### src/ttcw_pkg.sv
// Shared types and constants of the text terminal cursor writer.
`default_nettype none

package ttcw_pkg;

    // Widths of the character and the result fields.
    localparam int CH_W      = 8;
    localparam int COLOR_W   = 8;
    localparam int ADDR_W    = 11;
    localparam int ENTRY_W   = 16;
    localparam int OUT_ROW_W = 5;
    localparam int OUT_COL_W = 7;

    // Tab stops fall on multiples of this value (a power of two).
    localparam int TAB_STOP   = 8;
    localparam int TAB_SHIFT  = 3;

    // Attribute byte after reset: light grey on black.
    localparam logic [COLOR_W-1:0] COLOR_RESET = 8'h07;

    // Character codes that the cursor logic obeys.
    localparam logic [CH_W-1:0] CODE_BACKSPACE       = 8'h08;
    localparam logic [CH_W-1:0] CODE_TAB             = 8'h09;
    localparam logic [CH_W-1:0] CODE_NEWLINE         = 8'h0A;
    localparam logic [CH_W-1:0] CODE_RETURN          = 8'h0D;
    localparam logic [CH_W-1:0] CODE_FIRST_PRINTABLE = 8'h20;

    // One result transaction.
    typedef struct packed {
        logic                 write_cell;
        logic [ADDR_W-1:0]    cell_address;
        logic [ENTRY_W-1:0]   cell_entry;
        logic [OUT_ROW_W-1:0] cursor_row;
        logic [OUT_COL_W-1:0] cursor_col;
    } result_t;

endpackage

`default_nettype wire

### src/text_terminal_cursor_writer_unit.sv
// Top level of the text terminal cursor writer: cursor tracking and cell writes.
`default_nettype none

// Takes one character per transaction and keeps a cursor on a ROWS x COLUMNS text
// screen. Backspace, tab, carriage return and newline move the cursor; any code of
// 0x20 or above yields a cell write at row*COLUMNS+column with the character in the
// low byte and the attribute register in the high byte, then advances the cursor,
// wrapping at the line end and from the last row to row 0. Every character yields
// one result that reports the cursor afterwards. The block accepts one character
// per clock cycle unless a held result waits for m_ready; the cursor register,
// updated once per character by a single pass of compare and add logic, sets
// that rate. The input register holds an accepted character, then the result
// register presents its result. The user must write the attribute register through
// cfg_wr_en/cfg_wr_data only while the block is idle; this is not enforced.
module text_terminal_cursor_writer_unit #(
    parameter int COLUMNS = 80,
    parameter int ROWS    = 25
) (
    input  wire logic                               aclk,
    input  wire logic                               aresetn,
    // Attribute register write port.
    input  wire logic                               cfg_wr_en,
    input  wire logic [ttcw_pkg::COLOR_W-1:0]       cfg_wr_data,
    // Character input channel.
    input  wire logic                               s_valid,
    output logic                                    s_ready,
    input  wire logic [ttcw_pkg::CH_W-1:0]          s_ch,
    // Result channel.
    output logic                                    m_valid,
    input  wire logic                               m_ready,
    output logic                                    m_write_cell,
    output logic [ttcw_pkg::ADDR_W-1:0]             m_cell_address,
    output logic [ttcw_pkg::ENTRY_W-1:0]            m_cell_entry,
    output logic [ttcw_pkg::OUT_ROW_W-1:0]          m_cursor_row,
    output logic [ttcw_pkg::OUT_COL_W-1:0]          m_cursor_col
);

    localparam int ROW_W  = (ROWS > 1) ? $clog2(ROWS) : 1;
    localparam int COL_W  = $clog2(COLUMNS);
    localparam int COLX_W = COL_W + 1;
    localparam int PROD_W = ROW_W + 10;

    localparam logic [ROW_W-1:0]  LAST_ROW  = ROW_W'(ROWS - 1);
    localparam logic [COLX_W-1:0] COL_LIMIT = COLX_W'(COLUMNS);

    logic [ttcw_pkg::COLOR_W-1:0] color_reg;
    logic                         in_valid_reg;
    logic [ttcw_pkg::CH_W-1:0]    ch_reg;
    logic [ROW_W-1:0]             row_reg, row_next;
    logic [COL_W-1:0]             col_reg, col_next;
    logic                         out_valid_reg;
    ttcw_pkg::result_t            result_reg, result_next;

    logic              advance;
    logic              process;
    logic [ROW_W-1:0]  row_inc;
    logic [COLX_W-1:0] col_ext;
    logic [COLX_W-1:0] col_inc;
    logic [COLX_W-1:0] tab_sum;
    logic [COLX_W-1:0] tab_next;
    logic [PROD_W-1:0] cell_addr_full;

    // Handshake: the result register frees up when empty or when taken.
    assign advance = !out_valid_reg || m_ready;
    assign process = in_valid_reg && advance;
    assign s_ready = !in_valid_reg || advance;

    // Attribute register.
    always_ff @(posedge aclk) begin
        if (!aresetn) begin
            color_reg <= ttcw_pkg::COLOR_RESET;
        end else if (cfg_wr_en) begin
            color_reg <= cfg_wr_data;
        end
    end

    // Input register.
    always_ff @(posedge aclk) begin
        if (!aresetn) begin
            in_valid_reg <= 1'b0;
        end else if (s_ready) begin
            in_valid_reg <= s_valid;
        end
    end

    always_ff @(posedge aclk) begin
        if (s_valid && s_ready) begin
            ch_reg <= s_ch;
        end
    end

    // Candidate cursor positions.
    assign row_inc        = (row_reg == LAST_ROW) ? '0 : row_reg + ROW_W'(1);
    assign col_ext        = COLX_W'(col_reg);
    assign col_inc        = col_ext + COLX_W'(1);
    assign tab_sum        = col_ext + COLX_W'(ttcw_pkg::TAB_STOP);
    assign tab_next       = {tab_sum[COLX_W-1:ttcw_pkg::TAB_SHIFT],
                             ttcw_pkg::TAB_SHIFT'(0)};
    assign cell_addr_full = PROD_W'(row_reg) * PROD_W'(COLUMNS) + PROD_W'(col_reg);

    // Decode the character and work out the new cursor and the cell write.
    always_comb begin
        row_next                 = row_reg;
        col_next                 = col_reg;
        result_next.write_cell   = 1'b0;
        result_next.cell_address = '0;
        result_next.cell_entry   = '0;
        case (ch_reg)
            ttcw_pkg::CODE_BACKSPACE: begin
                if (col_reg != '0) begin
                    col_next = col_reg - COL_W'(1);
                end
            end
            ttcw_pkg::CODE_TAB: begin
                if (tab_next >= COL_LIMIT) begin
                    col_next = '0;
                    row_next = row_inc;
                end else begin
                    col_next = tab_next[COL_W-1:0];
                end
            end
            ttcw_pkg::CODE_RETURN: begin
                col_next = '0;
            end
            ttcw_pkg::CODE_NEWLINE: begin
                col_next = '0;
                row_next = row_inc;
            end
            default: begin
                if (ch_reg >= ttcw_pkg::CODE_FIRST_PRINTABLE) begin
                    result_next.write_cell   = 1'b1;
                    result_next.cell_address = cell_addr_full[ttcw_pkg::ADDR_W-1:0];
                    result_next.cell_entry   = {color_reg, ch_reg};
                    if (col_inc >= COL_LIMIT) begin
                        col_next = '0;
                        row_next = row_inc;
                    end else begin
                        col_next = col_inc[COL_W-1:0];
                    end
                end
            end
        endcase
        result_next.cursor_row = ttcw_pkg::OUT_ROW_W'(row_next);
        result_next.cursor_col = ttcw_pkg::OUT_COL_W'(col_next);
    end

    // Cursor state, committed once per processed character.
    always_ff @(posedge aclk) begin
        if (!aresetn) begin
            row_reg <= '0;
            col_reg <= '0;
        end else if (process) begin
            row_reg <= row_next;
            col_reg <= col_next;
        end
    end

    // Result register.
    always_ff @(posedge aclk) begin
        if (!aresetn) begin
            out_valid_reg <= 1'b0;
        end else if (advance) begin
            out_valid_reg <= in_valid_reg;
        end
    end

    always_ff @(posedge aclk) begin
        if (process) begin
            result_reg <= result_next;
        end
    end

    // Result channel outputs.
    assign m_valid        = out_valid_reg;
    assign m_write_cell   = result_reg.write_cell;
    assign m_cell_address = result_reg.cell_address;
    assign m_cell_entry   = result_reg.cell_entry;
    assign m_cursor_row   = result_reg.cursor_row;
    assign m_cursor_col   = result_reg.cursor_col;

endmodule

`default_nettype wire
### config.mk
export PLATFORM = sky130hd
export DESIGN_NAME = text_terminal_cursor_writer_unit
export DESIGN_NICKNAME = d
export VERILOG_FILES = /design/src/ttcw_pkg.sv /design/src/text_terminal_cursor_writer_unit.sv
export SDC_FILE = /design/constraint.sdc
export NUM_CORES = 1
export LEC_CHECK = 0
export ABC_AREA = 1
export BUFFER_PORTS_ARGS = -buffer_cell sky130_fd_sc_hd__buf_2
export CELL_PAD_IN_SITES_DETAIL_PLACEMENT = 1
export CELL_PAD_IN_SITES_GLOBAL_PLACEMENT = 2
export CORE_ASPECT_RATIO = 0.8
export CORE_MARGIN = 2
export CORE_UTILIZATION = 34
export DETAILED_ROUTE_END_ITERATION = 6
export HOLD_SLACK_MARGIN = 0.15
export PLACE_DENSITY = 0.82
export SETUP_SLACK_MARGIN = 0.05
export SKIP_CTS_REPAIR_TIMING = 1
export SYNTH_ARGS = -nofsm -noshare
export SYNTH_HDL_FRONTEND = slang
export SYNTH_SLANG_ARGS = --single-unit
### constraint.sdc
create_clock -name aclk -period 2.6 [get_ports aclk]
set_clock_uncertainty 0.1 [all_clocks]
set_input_delay 0.65 -clock aclk [delete_from_list [all_inputs] [get_ports aclk]]
set_output_delay 0.65 -clock aclk [all_outputs]
set_load 0.01 [all_outputs]
Word level (Yosys, flattened, before mapping)
Index checks and enable logic that the tools add are counted.
{ "totals": {"register_bits": 70, "inputBits": 21, "out_inout_bits": 42, "word_cells": 48} }
{ "classes": {"add_sub_neg": 5, "n_mul": 1, "order_cmp": 3, "n_eq_ne": 5, "n_mux": 11, "n_bitwise": 1, "reduce_logical": 11} }
{ "op_table": {"columns": ["op", "count"], "rows": [
  ["== test 8 x 4 -> 1 bit (second input constant)", 4],
  ["two-way mux 28 bit", 1],
  ["two-way mux 7 bit", 4],
  ["case mux 7 bit (3 select lines)", 1],
  ["two-way mux 5 bit", 4],
  [">= comparator 8 x 7 -> 1 bit (second input constant)", 2],
  ["case mux 5 bit (3 select lines)", 1],
  ["adder 11 x 7 -> 11 bit", 1],
  ["adder 7 x 1 -> 8 bit (second input constant)", 1],
  ["adder 7 x 4 -> 8 bit (second input constant)", 1],
  [">= comparator 8 x 6 -> 1 bit (second input constant)", 1],
  ["multiplier 5 x 3 -> 7 bit (second input constant)", 1],
  ["nonzero test 7 bit", 1],
  ["subtractor 7 x 1 -> 7 bit (second input constant)", 1],
  ["adder 5 x 1 -> 5 bit (second input constant)", 1],
  ["== test 5 bit (second input constant)", 1],
  ["OR reduction 5 bit", 1],
  ["OR reduction 2 bit", 2],
  ["OR reduction 4 bit", 1],
  ["logical AND 1 bit", 2],
  ["logical NOT 1 bit", 2],
  ["logical OR 1 bit", 2],
  ["inverter 1 bit", 1]
]} }

Longest topological paths before layout
{ "logic_depth": {"ltp_word": 5, "mapped_depth": 15, "ltp_nobuf": 15} }

Least setup slack after synthesis
OpenSTA, ideal clock, no wires.
{ "synth_timing": {"path_kind": "flip-flop to flip-flop", "from": "register row_reg[1]", "to": "register result_reg (netlist bit m_cell_address[10]), data pin", "setup_time_ps": 268, "t_arrival_ps": 1888, "required_ps": 2232, "setup_slack_ps": 343, "stages_incl_launch_ff": 8, "path_buffers": 0, "synth_period_minus_slack_ps": 2257, "path_cell_list": "dfxtp_1 ha_1 ha_1 fa_1 inv_1 nor4_1 or2_2 a21oi_1"} }
{ "synth_via": {"elab_chain_cells": 2} }
{ "synth_lines": {"columns": ["item", "line", "text"], "rows": [
  ["from (decl)", "text_terminal_cursor_writer_unit.sv:49", "logic [ROW_W-1:0] row_reg, row_next;"],
  ["from (signal assigned)", "text_terminal_cursor_writer_unit.sv:153", "row_reg <= row_next;"],
  ["multiplier 5 x 3 -> 7 bit", "text_terminal_cursor_writer_unit.sv:99", "assign cell_addr_full = PROD_W'(row_reg) * PROD_W'(COLUMNS) + PROD_W'(col_reg);"],
  ["adder 11 x 7 -> 11 bit", "text_terminal_cursor_writer_unit.sv:99", null],
  ["to (signal assigned)", "text_terminal_cursor_writer_unit.sv:169", "result_reg <= result_next;"],
  ["to (decl)", "text_terminal_cursor_writer_unit.sv:52", "ttcw_pkg::result_t result_reg, result_next;"]
]} }
No other way between the ends.
A chain may end at the register's enable or synchronous reset.

Final worst setup path
Ends and elaborated chain as after synthesis.

==> summary.txt <==
CP max-delay cell = fa_1
Die Footprint = 12100 um2
Mapped Area = 3800 um2
Layout area overhead = 21.6%
cell repeated most along the worst path = ha_1
via/cell ratio = 4.74
Tightest Pin Transition = 610 ps
P_leak = 2.12 nW
Post-Route WL = 9600 um
TritonCTS buffer count = 9
largest net degree at the start of global routing = 33
CP Launch Type = flip-flop
Setup-failing EPs final = 0
mean post-synth cell area = 8.84 um2
pwr/cell area = 653 nW/um2
Die H = 98.6 um
layout net count = 541
max-cap viol count = 0
fmax = 404 MHz
Mapped Nets = 471
post-synth top area cell = edfxtp_1
Req. time, crit path = 2580 ps
IO Pins = 63
GRT overflow = 0
initial antenna violation count = 0
setup_tns = 0 ps
DR DRC count = 0
Routed Antenna Nets = 0
H-tree depth = 3
post-synthesis sequential area ratio = 49.5%
max-slew violation count = 0
Final Hold Slack = 363 ps
top cells by area, synth = edfxtp_1, dfxtp_1, nand2_1
Final Hold Vio Count = 0
crit-path max FO = 6
multi-input logic area = 1600 um2
# fillers = 1306
Slew HR = 59.3%
max incr delay on CP = 520 ps
run status = completed
DRT Pass-1 Iters = 4
crit-path cells = ha_1, ha_1, fa_1, inv_1, nor4_1, or2_2, a21oi_1
CTS sink count = 70
initial DRC count = 135
Worst Hold Class = flip-flop to flip-flop
Die X = 122 um
Yosys warning total = 0
Distinct cells, synth = 35
gr usage total = 17.1%
Core ar. = 10900 um2
Initial Util = 34.9%
unrepaired setup endpoints after global routing = no
Syn Inst Count = 430
fin crit share = 95.2%
worst vdd ir = 0.388 mV
first-pass GRT wire length = 16000 um
top_reg_cell synth = edfxtp_1
proportion of layout cells with a drive suffix above 1 = 24.0%
critical path class = flip-flop to flip-flop
clock latency at the later pin of the worst-skew pair = 330 ps
vias in the first global route = 3260
FF+latch area = 1880 um2
total number of vias = 3079
Antenna Cells = 0
max reg flops = 16
Internal = 2.26 mW
fin crit period = 2480 ps
CTS max path bufs = 2
FF+latch count, synth = 70
Worst EP arrival = 2450 ps
routability cong. = 0.811
Sw Ratio = 25.2%
FFs w/ async S/R, synth = 0%
CP Capture Type = flip-flop
FP Rows = 34
Flop pwr share = 43.6%
EDFF count, synth = 48
top-area cell type share of the netlist area = 37.9%
Clk pin slew, worst setup/hold paths = 60 ps
Comb power frac = 13.3%
DP Wirelength = 7200 um
Switching Power = 0.762 mW
clock group share of total power = 43.1%
WL/cell = 14.8 um
CTS tree = built
Port Buffers = 62
root buffer cell = clkbuf_16
-- synthesized netlist by cell type (2+ instances only) --
cell type and number:
nand2_1 82, inv_1 55, edfxtp_1 48, nor2_1 42, nand3_1 36, a21oi_1 29, dfxtp_1 22, ha_1 18
o21ai_0 18, nand4_1 9, xor2_1 8, nand2_2 7, clkbuf_1 6, inv_2 5, nor2_4 5, buf_2 4
nand3_2 4, nor2_2 4, o21ai_1 4, nand2_4 3, xnor2_1 3, buf_4 2, buf_6 2, clkinv_1 2
fa_1 2
-- per-stage QoR --
| step | setup slack, ps | total power [mW] | std cells | area [um2] | util (%) |
|---|---|---|---|---|---|
| 5_1_grt | 55.1 | 3.16 | 649 | 4620 | 42.5 |
| 6_report | 124 | 3.02 | 649 | 4620 | 42.5 |
| 3_3_place_gp | 250 | 1.73 | 633 | 4310 | 39.6 |
| 2_1_floorplan | 343 | 1.60 | 430 | 3800 | - |
| 3_5_place_dp | 168 | 1.74 | 633 | 4310 | 39.6 |
| 4_1_cts | 140 | 3.06 | 649 | 4620 | 42.5 |
-- worst max-delay path: cells and delay by family (launching register included) --
kind                       cells  cell delay (ps)
DFF                            1              450
adders and majority gates      3             1020
and+or+nand+nor                2              530
AOI/OAI and AO/OA              1               50
buffers and inverters          1               60
-- layout make-up --
type / count / share of cell area, %
Inverter: 62 / 5.03
Multi-Input combinational cell: 283 / 34.7
Timing Repair Buffer: 74 / 8.93
Sequential cell: 70 / 40.7
Tap cell: 144 / 3.90
Clock inverter: 6 / 1.84
Clock buffer: 10 / 4.95
-- cell families after synthesis --
group                    Yosys count  share of synthesized area [%]
XOR/XNOR                          11                           2.53
AO/OA/AOI/OAI                     54                           7.54
adder cells (fa/ha/maj)           20                           6.98
AND/OR/NAND/NOR                  198                           25.1
flip-flops                        70                           49.5
buffers and inverters             77                           8.36
-- placed cells by master, fill, tap and decap left out, types with 11 or more instances in the layout --
cell type	count
dfxtp_1	22
nand2_1	82
buf_4	11
nor2_1	42
inv_1	54
ha_1	18
a21oi_1	29
edfxtp_1	48
buf_2	62
nand3_1	36
o21ai_0	18
-- final timing paths --
kind | startpoint | end | slack (ps) | cells past startpoint
max | row_reg[1] | m_cell_address[10] | 120 | 7
max reg2reg | row_reg[1] | m_cell_address[10] | 120 | 7
min reg2reg | color_reg[5] | color_reg[5] | 360 | 2
min | color_reg[5] | color_reg[5] | 360 | 2
-- power groups by stage --
| stage | registers, mW | logic [mW] | clock network, mW |
|---|---|---|---|
| floorplan | 1.35 | 0.253 | 0 |
| global placement | 1.34 | 0.389 | 0 |
| detailed placement | 1.34 | 0.403 | 0 |
| CTS | 1.32 | 0.408 | 1.34 |
| global route | 1.33 | 0.459 | 1.37 |
| finish | 1.32 | 0.400 | 1.30 |
-- per-layer routing --
layer | routed length, um | global-route usage, % | up-vias
li1 | - | - | 1545
met1 | 4470 | 21.8 | 1460
met2 | 4640 | 28.8 | 62
met3 | 366 | 3.88 | 12
met4 | 118 | 5.04 | 0
met5 | 0 | 0 | -
Note: power is estimated with default switching activity, not from simulation.
